### src/design/pgn_pkg.sv
// Shared types and codes for the 3-D gradient noise core.
`default_nettype none
package pgn_pkg;

    // command codes on the input item
    localparam logic [1:0] CMD_LOAD_GRAD = 2'd0;
    localparam logic [1:0] CMD_LOAD_PERM = 2'd1;
    localparam logic [1:0] CMD_NOISE     = 2'd2;
    localparam logic [1:0] CMD_TURB      = 2'd3;

    // permutation table selectors
    localparam logic [1:0] SEL_X = 2'd0;
    localparam logic [1:0] SEL_Y = 2'd1;
    localparam logic [1:0] SEL_Z = 2'd2;

    localparam int OUT_W = 19;

    typedef enum logic [1:0] {
        KIND_NOP,
        KIND_GRAD,
        KIND_PERM,
        KIND_EVAL
    } pgn_kind_t;

    // classified item handed from the front queue to the engine
    typedef struct packed {
        pgn_kind_t    kind;
        logic         turb;
        logic [1:0]   sel;
        logic [7:0]   idx;
        logic [7:0]   pval;
        logic [15:0]  gx;
        logic [15:0]  gy;
        logic [15:0]  gz;
        logic [31:0]  px;
        logic [31:0]  py;
        logic [31:0]  pz;
        logic [3:0]   octaves;
    } pgn_item_t;

endpackage
`default_nettype wire

### src/design/pgn_front.sv
// Front end: takes input items, classifies them and queues them for the engine.
`default_nettype none
module pgn_front (
    input  wire logic               aclk,
    input  wire logic               aresetn,
    input  wire logic               s_tvalid,
    output logic                    s_tready,
    input  wire logic [167:0]       s_tdata,
    input  wire logic [3:0]         s_tuser,
    output logic                    q_valid,
    output pgn_pkg::pgn_item_t      q_item,
    input  wire logic               q_pop
);
    import pgn_pkg::*;

    pgn_item_t  q_reg [2];
    logic       wr_ptr_reg, wr_ptr_next;
    logic       rd_ptr_reg, rd_ptr_next;
    logic [1:0] cnt_reg, cnt_next;
    pgn_item_t  in_item;
    logic       push, pop;

    always_comb begin
        in_item.sel     = s_tuser[3:2];
        in_item.idx     = s_tdata[7:0];
        in_item.pval    = s_tdata[15:8];
        in_item.gx      = s_tdata[31:16];
        in_item.gy      = s_tdata[47:32];
        in_item.gz      = s_tdata[63:48];
        in_item.px      = s_tdata[95:64];
        in_item.py      = s_tdata[127:96];
        in_item.pz      = s_tdata[159:128];
        in_item.octaves = s_tdata[163:160];
        in_item.turb    = (s_tuser[1:0] == CMD_TURB);
        case (s_tuser[1:0])
            CMD_LOAD_GRAD: in_item.kind = KIND_GRAD;
            CMD_LOAD_PERM: in_item.kind = (s_tuser[3:2] inside {SEL_X, SEL_Y, SEL_Z}) ?
                                          KIND_PERM : KIND_NOP;
            default:       in_item.kind = KIND_EVAL;
        endcase
    end

    assign s_tready = (cnt_reg != 2'd2);
    assign push     = s_tvalid && s_tready;
    assign pop      = q_pop && q_valid;
    assign q_valid  = (cnt_reg != 2'd0);
    assign q_item   = q_reg[rd_ptr_reg];

    always_comb begin
        wr_ptr_next = wr_ptr_reg ^ push;
        rd_ptr_next = rd_ptr_reg ^ pop;
        cnt_next    = cnt_reg + {1'b0, push} - {1'b0, pop};
    end

    always_ff @(posedge aclk) begin
        if (!aresetn) begin
            wr_ptr_reg <= 1'b0;
            rd_ptr_reg <= 1'b0;
            cnt_reg    <= 2'd0;
        end else begin
            wr_ptr_reg <= wr_ptr_next;
            rd_ptr_reg <= rd_ptr_next;
            cnt_reg    <= cnt_next;
        end
    end

    always_ff @(posedge aclk) begin
        if (push) begin
            q_reg[wr_ptr_reg] <= in_item;
        end
    end

endmodule
`default_nettype wire

### config.mk
export PLATFORM = sky130hd
export DESIGN_NAME = pgn_front
export DESIGN_NICKNAME = d
export VERILOG_FILES = /design/src/design/pgn_pkg.sv /design/src/design/pgn_front.sv
export SDC_FILE = /design/constraint.sdc
export NUM_CORES = 1
export LEC_CHECK = 0
export ABC_AREA = 1
export BUFFER_PORTS_ARGS = -buffer_cell sky130_fd_sc_hd__buf_2
export CELL_PAD_IN_SITES_DETAIL_PLACEMENT = 2
export CELL_PAD_IN_SITES_GLOBAL_PLACEMENT = 2
export CORE_MARGIN = 4
export CORE_UTILIZATION = 38
export DETAILED_ROUTE_END_ITERATION = 16
export PLACE_DENSITY = 0.87
export SLEW_MARGIN = 0
export SYNTH_ARGS = -nofsm -noshare
export SYNTH_HDL_FRONTEND = slang
export SYNTH_SLANG_ARGS = --single-unit
### constraint.sdc
create_clock -name aclk -period 11.4 [get_ports aclk]
set_input_delay 1.71 -clock aclk [delete_from_list [all_inputs] [get_ports aclk]]
set_output_delay 1.71 -clock aclk [all_outputs]
set_load 0.1 [all_outputs]
After elaboration in Yosys (flattened, before gate mapping):

Memories as Yosys holds them, arrays and structs flattened. A register that Yosys moved wholly into a read port is not among the register bits.
Index checks and enable logic that the tools add are counted.

* eq/ne operators: 5
* bitwise gates (word level): 2
* add/subtract/negate cells: 2
* reduce and logical (&&, ||, !) cells: 6
* mux-type cells: 5

Operators by type and width (count)
* $eq A2 B1 Y1 const B: 2
* $eq A2 B2 Y1 const B: 2
* $logic_not A2 Y1: 2
* $pmux W2 S2: 1
* $mux W1: 3
* $reduce_bool A3 Y1: 1
* $add A2 B1 Y2: 1
* $logic_and A1 B1 Y1: 2
* $mux W2: 1
* $ne A2 B2 Y1 const B: 1
* $reduce_bool A2 Y1: 1
* $sub A2 B1 Y2: 1
* $xor A1 B1 Y1: 2

* register bits: 4
* output and inout port bits: 171
* input bits: 176
* logic and storage cells: 24
* memories kept: 1
* RAM bits: 338

Memory list
* q_reg: depth 2, bits a word 169, read ports 1, clocked after memory_dff 1, wr ports 1, line pgn_front.sv:16 `pgn_item_t q_reg [2];`

Logic depth before layout (Yosys ltp):

Gate-level depths: netlist (run 1).

* depth in word-level cells: 4
* gate-level depth with buffers: 11
* gate-level depth less buffers: 11

Worst setup path before layout (run 1):

Ideal clock, no wire load.

* kind: input -> register
* from: input s_tvalid
* to: memory q_reg[1][0] (netlist name) (enable)
* path buffers: 0
* required time: 10.699 ns
* slack: 1.774 ns
* cell stages on the path: 2
* arrival time: 8.925 ns
* cells stage by stage: nand2_1 > nor2_1

* cells in the longest elaborated chain, start to end: 3

Ends and longest elaborated chain
* start: declaration: line pgn_front.sv:6 `input wire logic s_tvalid,`
* $logic_and A1 B1 Y1: line pgn_front.sv:44 `assign push = s_tvalid && s_tready;`
* $mux W1: line pgn_front.sv:68 `if (push) begin`
* $mux W1 (implied by the code): line pgn_front.sv:69 `q_reg[wr_ptr_reg] <= in_item;`
* end: declaration: line pgn_front.sv:16

No other way between the ends.

==> results of run 1 <==
[cell type report]
cell class                 count  area, sq um  share of cell area
timing repair buffer         348         1769              0.1089
sequential                   343        10250              0.6310
inverter                      11        41.29            0.002541
multi-input combinational    196         2429              0.1495
clock inverter                22        148.9            0.009163
antenna                        1        2.502           0.0001540
clock buffer                  46         1045             0.06430
tap                          448        560.5             0.03450
[critical path: stages (launching register included)]
cell and delay [ns]:
dfxtp_4 0.96, buf_12 0.70, mux2_4 0.29, buf_2 0.43
[worst max path at each step]
stage | to | cells past startpoint
after detailed placement | q_reg[1][152] | 5
after global placement | q_reg[1][109] | 5
after CTS | q_item[77] | 3
after global routing | q_item[67] | 3
final | q_item[116] | 3
after floorplan | q_reg[1][0] | 2
[placed cells by master, fill, tap and decap left out, drive strengths merged]
| cell type | count |
|---|---|
| nor2 | 8 |
| dfxtp | 5 |
| clkbuf | 46 |
| nand3 | 1 |
| a21oi | 1 |
| nand2 | 14 |
| xnor2 | 1 |
| clkinv | 19 |
| bufinv | 2 |
| mux2 | 169 |
| inv | 11 |
| clkinvlp | 1 |
| ha | 2 |
| edfxtp | 338 |
| diode | 1 |
| buf | 348 |
[routing by layer]
layer | wire length (um) | part of all wire
met1 | 11300 | 0.35
met5 | 134 | 0.0041
met3 | 2932 | 0.091
met2 | 17450 | 0.54
met4 | 568 | 0.018
[metrics by stage]
step / std cells / area [sq um] / setup WS (ns) / hold slack (ns) / utilization
global placement: 1346 / 15050 / 6.915 / 0.4808 / 0.4500
finish: 1415 / 16250 / 6.734 / 0.5223 / 0.4858
global route: 1415 / 16250 / 6.540 / 0.5543 / 0.4858
floorplan: 569 / 12880 / 1.774 / 0.4669 / -
detailed placement: 1346 / 15050 / 6.849 / 0.5175 / 0.4500
CTS: 1414 / 16250 / 6.606 / 0.5327 / 0.4857
[logic make-up (layout without fill, tap and decap cells)]
kind of cell / Yosys count / after routing / share of synthesized area
multiplexers: 169 / 169 / 0.1772
AO/OA/AOI/OAI: 1 / 1 / 0.0003881
other: 0 / 1 / 0
adder cells (fa/ha/maj): 2 / 2 / 0.001942
buffers and inverters: 30 / 427 / 0.01739
AND/OR/NAND/NOR: 23 / 23 / 0.006798
flip-flops: 343 / 343 / 0.7956
XOR/XNOR: 1 / 1 / 0.0006800
==> results.sh, run 1 <==
export IMPL_outcome="finished clean"
export IMPL_yosysMostFrequentCell="edfxtp_1"
export IMPL_ys_seq_area_frac=0.7956
export IMPL_critPathRequiredTime_ns=9.69
export IMPL_dr_pass1_iters=4
export IMPL_port_buffers=342
export IMPL_min_path_type="flip-flop to flip-flop"
export IMPL_drv_cap=0
export IMPL_post_route_drc_count=0
export IMPL_fmax_mhz=214.3
export IMPL_ys_types=13
export IMPL_hpwl_um=22560
export IMPL_viasPerCell=4.680
export IMPL_nNetsFinal=1117
export IMPL_drt_iter0_drc=243
export IMPL_yosys_warnings=0
export IMPL_synth_area_sq_um=12880
export IMPL_reg2reg_from="cnt_reg[0]"
export IMPL_wire_per_inst_um=22.88
export IMPL_ys_async_sr_fraction=0
export IMPL_slew_viol_final=0
export IMPL_avgSynthCellArea_sq_um=22.64
export IMPL_syn_nets=747
export IMPL_synth_cells=569
export IMPL_dr_total_vias=6622
export IMPL_grt_antenna_before_repair=10
export IMPL_r2r_end="q_reg[1][111]"
export IMPL_min_path_cells=2
export IMPL_cts_sinks=343
export IMPL_cts_setup_buffers=0
export IMPL_synthTopCellsByCount="338 x edfxtp_1, 101 x mux2_4, 68 x mux2_2"
export IMPL_antenna_left=0
export IMPL_cts_inserted_buffers=39
export IMPL_dieArea_sq_um=36910
export IMPL_top_usage_layer="met2"
export IMPL_ios=347
export IMPL_holdPathEnd="rd_ptr_reg"
export IMPL_wl_um=32380
export IMPL_synth_flop_cell="edfxtp_1"
export IMPL_grt_overflow=0
export IMPL_clockBufferDepth=3
export IMPL_arrival_ns=2.96
export IMPL_max_slew_margin_rel=0.3205
export IMPL_die_w_um=192.1
export IMPL_path_clk_slew_ns=0.06
export IMPL_synth_edf_count=338
export IMPL_rows=67
export IMPL_tightest_slew_ns=1.019
export IMPL_rsz0062_at_grt="false"
export IMPL_ys_ff_latch=343
export IMPL_hold_violations=0
export IMPL_largest_reg_flops=338
export IMPL_grt_pass1_vias=7600
export IMPL_path_class="flip-flop to output port"
export IMPL_ctsHoldBuffers=0
export IMPL_die_h_um=192.1
export IMPL_endpoint_kind="output port"
export IMPL_grt_pass1_wl_um=46910
export IMPL_cts_root_buffer="clkbuf_16"
export IMPL_start_util=0.3851
export IMPL_track_usage=0.1686
export IMPL_cts_tree="done"
export IMPL_use_met1=0.1753
export IMPL_reg2regPathDepth=6
export IMPL_fillCellCount=3094
export IMPL_grt_start_max_net_pins=107
export IMPL_finalSetupTns_ns=0
export IMPL_setup_violations=0
export IMPL_clk_latency_ns=0.51
export IMPL_cts_htree_levels=2
export IMPL_syn2layout_area_growth_pct=26.14
export IMPL_hold_path_startpoint="rd_ptr_reg"
export IMPL_worstPathMaxFanout=106
export IMPL_fin_skew_ns=0.01396
export IMPL_cp_start_kind="flip-flop"
export IMPL_place_gp_congestion=0.6911
export IMPL_synth_top_cell_area_share=0.7879
export IMPL_post_synth_top_area_cell="edfxtp_1"
export IMPL_min_period_over_period=0.4093
export IMPL_synth_area_leaders="edfxtp_1 79%, mux2_4 12%, mux2_2 5.9%"
export IMPL_fin_crit_ns=4.666
export IMPL_drive_gt1_frac=0.5890
export IMPL_cts_resized=0
export IMPL_use_met3=0.06489
export IMPL_core_sq_um=33450
export IMPL_rrSetupSlack_ns=8.23
export IMPL_met2_usage=0.3181
Power of run 1 is not shown: default switching activity piles up to over one toggle a cycle in this logic, so the estimate is an artifact.
==> run 2: changes to the inputs <==
clock period = 4.3 ns   (was 11.4 ns; I/O delays follow)
==> results.sh, run 2 (synthesis gave the netlist of run 1 again) <==
export IMPL_outcome="finished clean"
export IMPL_wire_per_inst_um=24.22
export IMPL_place_gp_congestion=0.7055
export IMPL_hpwl_um=25030
export IMPL_nNetsFinal=1126
export IMPL_track_usage=0.1810
export IMPL_fin_skew_ns=0.009396
export IMPL_cts_inserted_buffers=37
export IMPL_path_class="flip-flop to output port"
export IMPL_post_route_drc_count=0
export IMPL_hold_violations=0
export IMPL_min_path_type="input port to flip-flop"
export IMPL_start_util=0.3851
export IMPL_cts_sinks=343
export IMPL_arrival_ns=2.51
export IMPL_grt_pass1_wl_um=49020
export IMPL_clockBufferDepth=3
export IMPL_finalSetupTns_ns=0
export IMPL_viasPerCell=4.708
export IMPL_layout_common_cells="342 x buf_2, 338 x edfxtp_1, 101 x mux2_4, 68 x mux2_2, 37 x clkbuf_16"
export IMPL_cts_root_buffer="clkbuf_16"
export IMPL_worstPathMaxFanout=40
export IMPL_grt_overflow=0
export IMPL_ctsHoldBuffers=0
export IMPL_ios=347
export IMPL_grt_pass1_vias=7713
export IMPL_grt_start_max_net_pins=73
export IMPL_dr_total_vias=6699
export IMPL_cp_start_kind="flip-flop"
export IMPL_antenna_left=0
export IMPL_core_sq_um=33450
export IMPL_tightest_slew_ns=0.8480
export IMPL_grt_antenna_before_repair=11
export IMPL_slew_viol_final=0
export IMPL_drive_gt1_frac=0.5926
export IMPL_min_period_over_period=0.7330
export IMPL_endpoint_kind="output port"
export IMPL_port_buffers=342
export IMPL_rows=67
export IMPL_path_clk_slew_ns=0.06
export IMPL_drv_cap=0
export IMPL_rsz0062_at_grt="false"
export IMPL_final_common_cell="buf_2"
export IMPL_dieArea_sq_um=36910
export IMPL_syn2layout_area_growth_pct=26.61
export IMPL_dr_pass1_iters=6
export IMPL_largest_reg_flops=338
export IMPL_clk_latency_ns=0.52
export IMPL_cts_htree_levels=2
export IMPL_critPathRequiredTime_ns=3.65
export IMPL_cts_setup_buffers=0
export IMPL_cts_resized=0
export IMPL_fin_crit_ns=3.152
export IMPL_fmax_mhz=317.3
export IMPL_fillCellCount=3067
export IMPL_cts_tree="done"
export IMPL_wl_um=34460
export IMPL_drt_iter0_drc=251
export IMPL_die_w_um=192.1
export IMPL_die_h_um=192.1
export IMPL_setup_violations=0
export IMPL_max_slew_margin_rel=0.4346
==> run 2: path summary, 6_finish.rpt <==
kind                from       endpoint  slack, ns  depth (start not counted)
max            flip-flop     q_item[23]       1.15                          3
min          s_tdata[13]  q_reg[1][153]       0.32                          1
max reg2reg   cnt_reg[0]   q_reg[0][47]       2.00                          6
min reg2reg   rd_ptr_reg      flip-flop       0.54                          2
==> run 2: area by class of cell <==
cell class	instances	area, sq um	area share
Antenna cell	3	7.507	0.0004603
Clock buffer	51	998.5	0.06122
Clock inverter	12	103.9	0.006367
Inverter	11	41.29	0.002531
Multi-Input combinational cell	196	2431	0.1490
Sequential cell	343	10250	0.6286
Tap cell	448	560.5	0.03437
Timing Repair Buffer	359	1914	0.1174
==> run 2: metal layers <==
metal / GRT usage / wire length, um / vias to the layer above
met2: 0.3480 / 19160 / 275
met4: 0.05869 / 865 / 18
met1: 0.1800 / 11560 / 3338
li1: - / - / 3001
met3: 0.06343 / 2744 / 67
met5: 0 / 127 / -
==> run 2: critical path: stages (launching register included) <==
cell	delay, ns
dfxtp_4	0.85
buf_4	0.42
mux2_2	0.40
buf_2	0.30
==> run 2: metrics by stage <==
stage               utilization  setup slack (ns)  instances  hold slack [ns]  area [sq um]
floorplan                     -            0.2573        569           0.4669         12890
detailed placement       0.4545             1.616       1357           0.5152         15200
global placement         0.4545             1.628       1357           0.4824         15200
finish                   0.4876             1.148       1423           0.3190         16310
global route             0.4875             1.014       1421           0.2898         16310
CTS                      0.4874             1.048       1420           0.2776         16300
Power of run 2 is left out for the same reason.
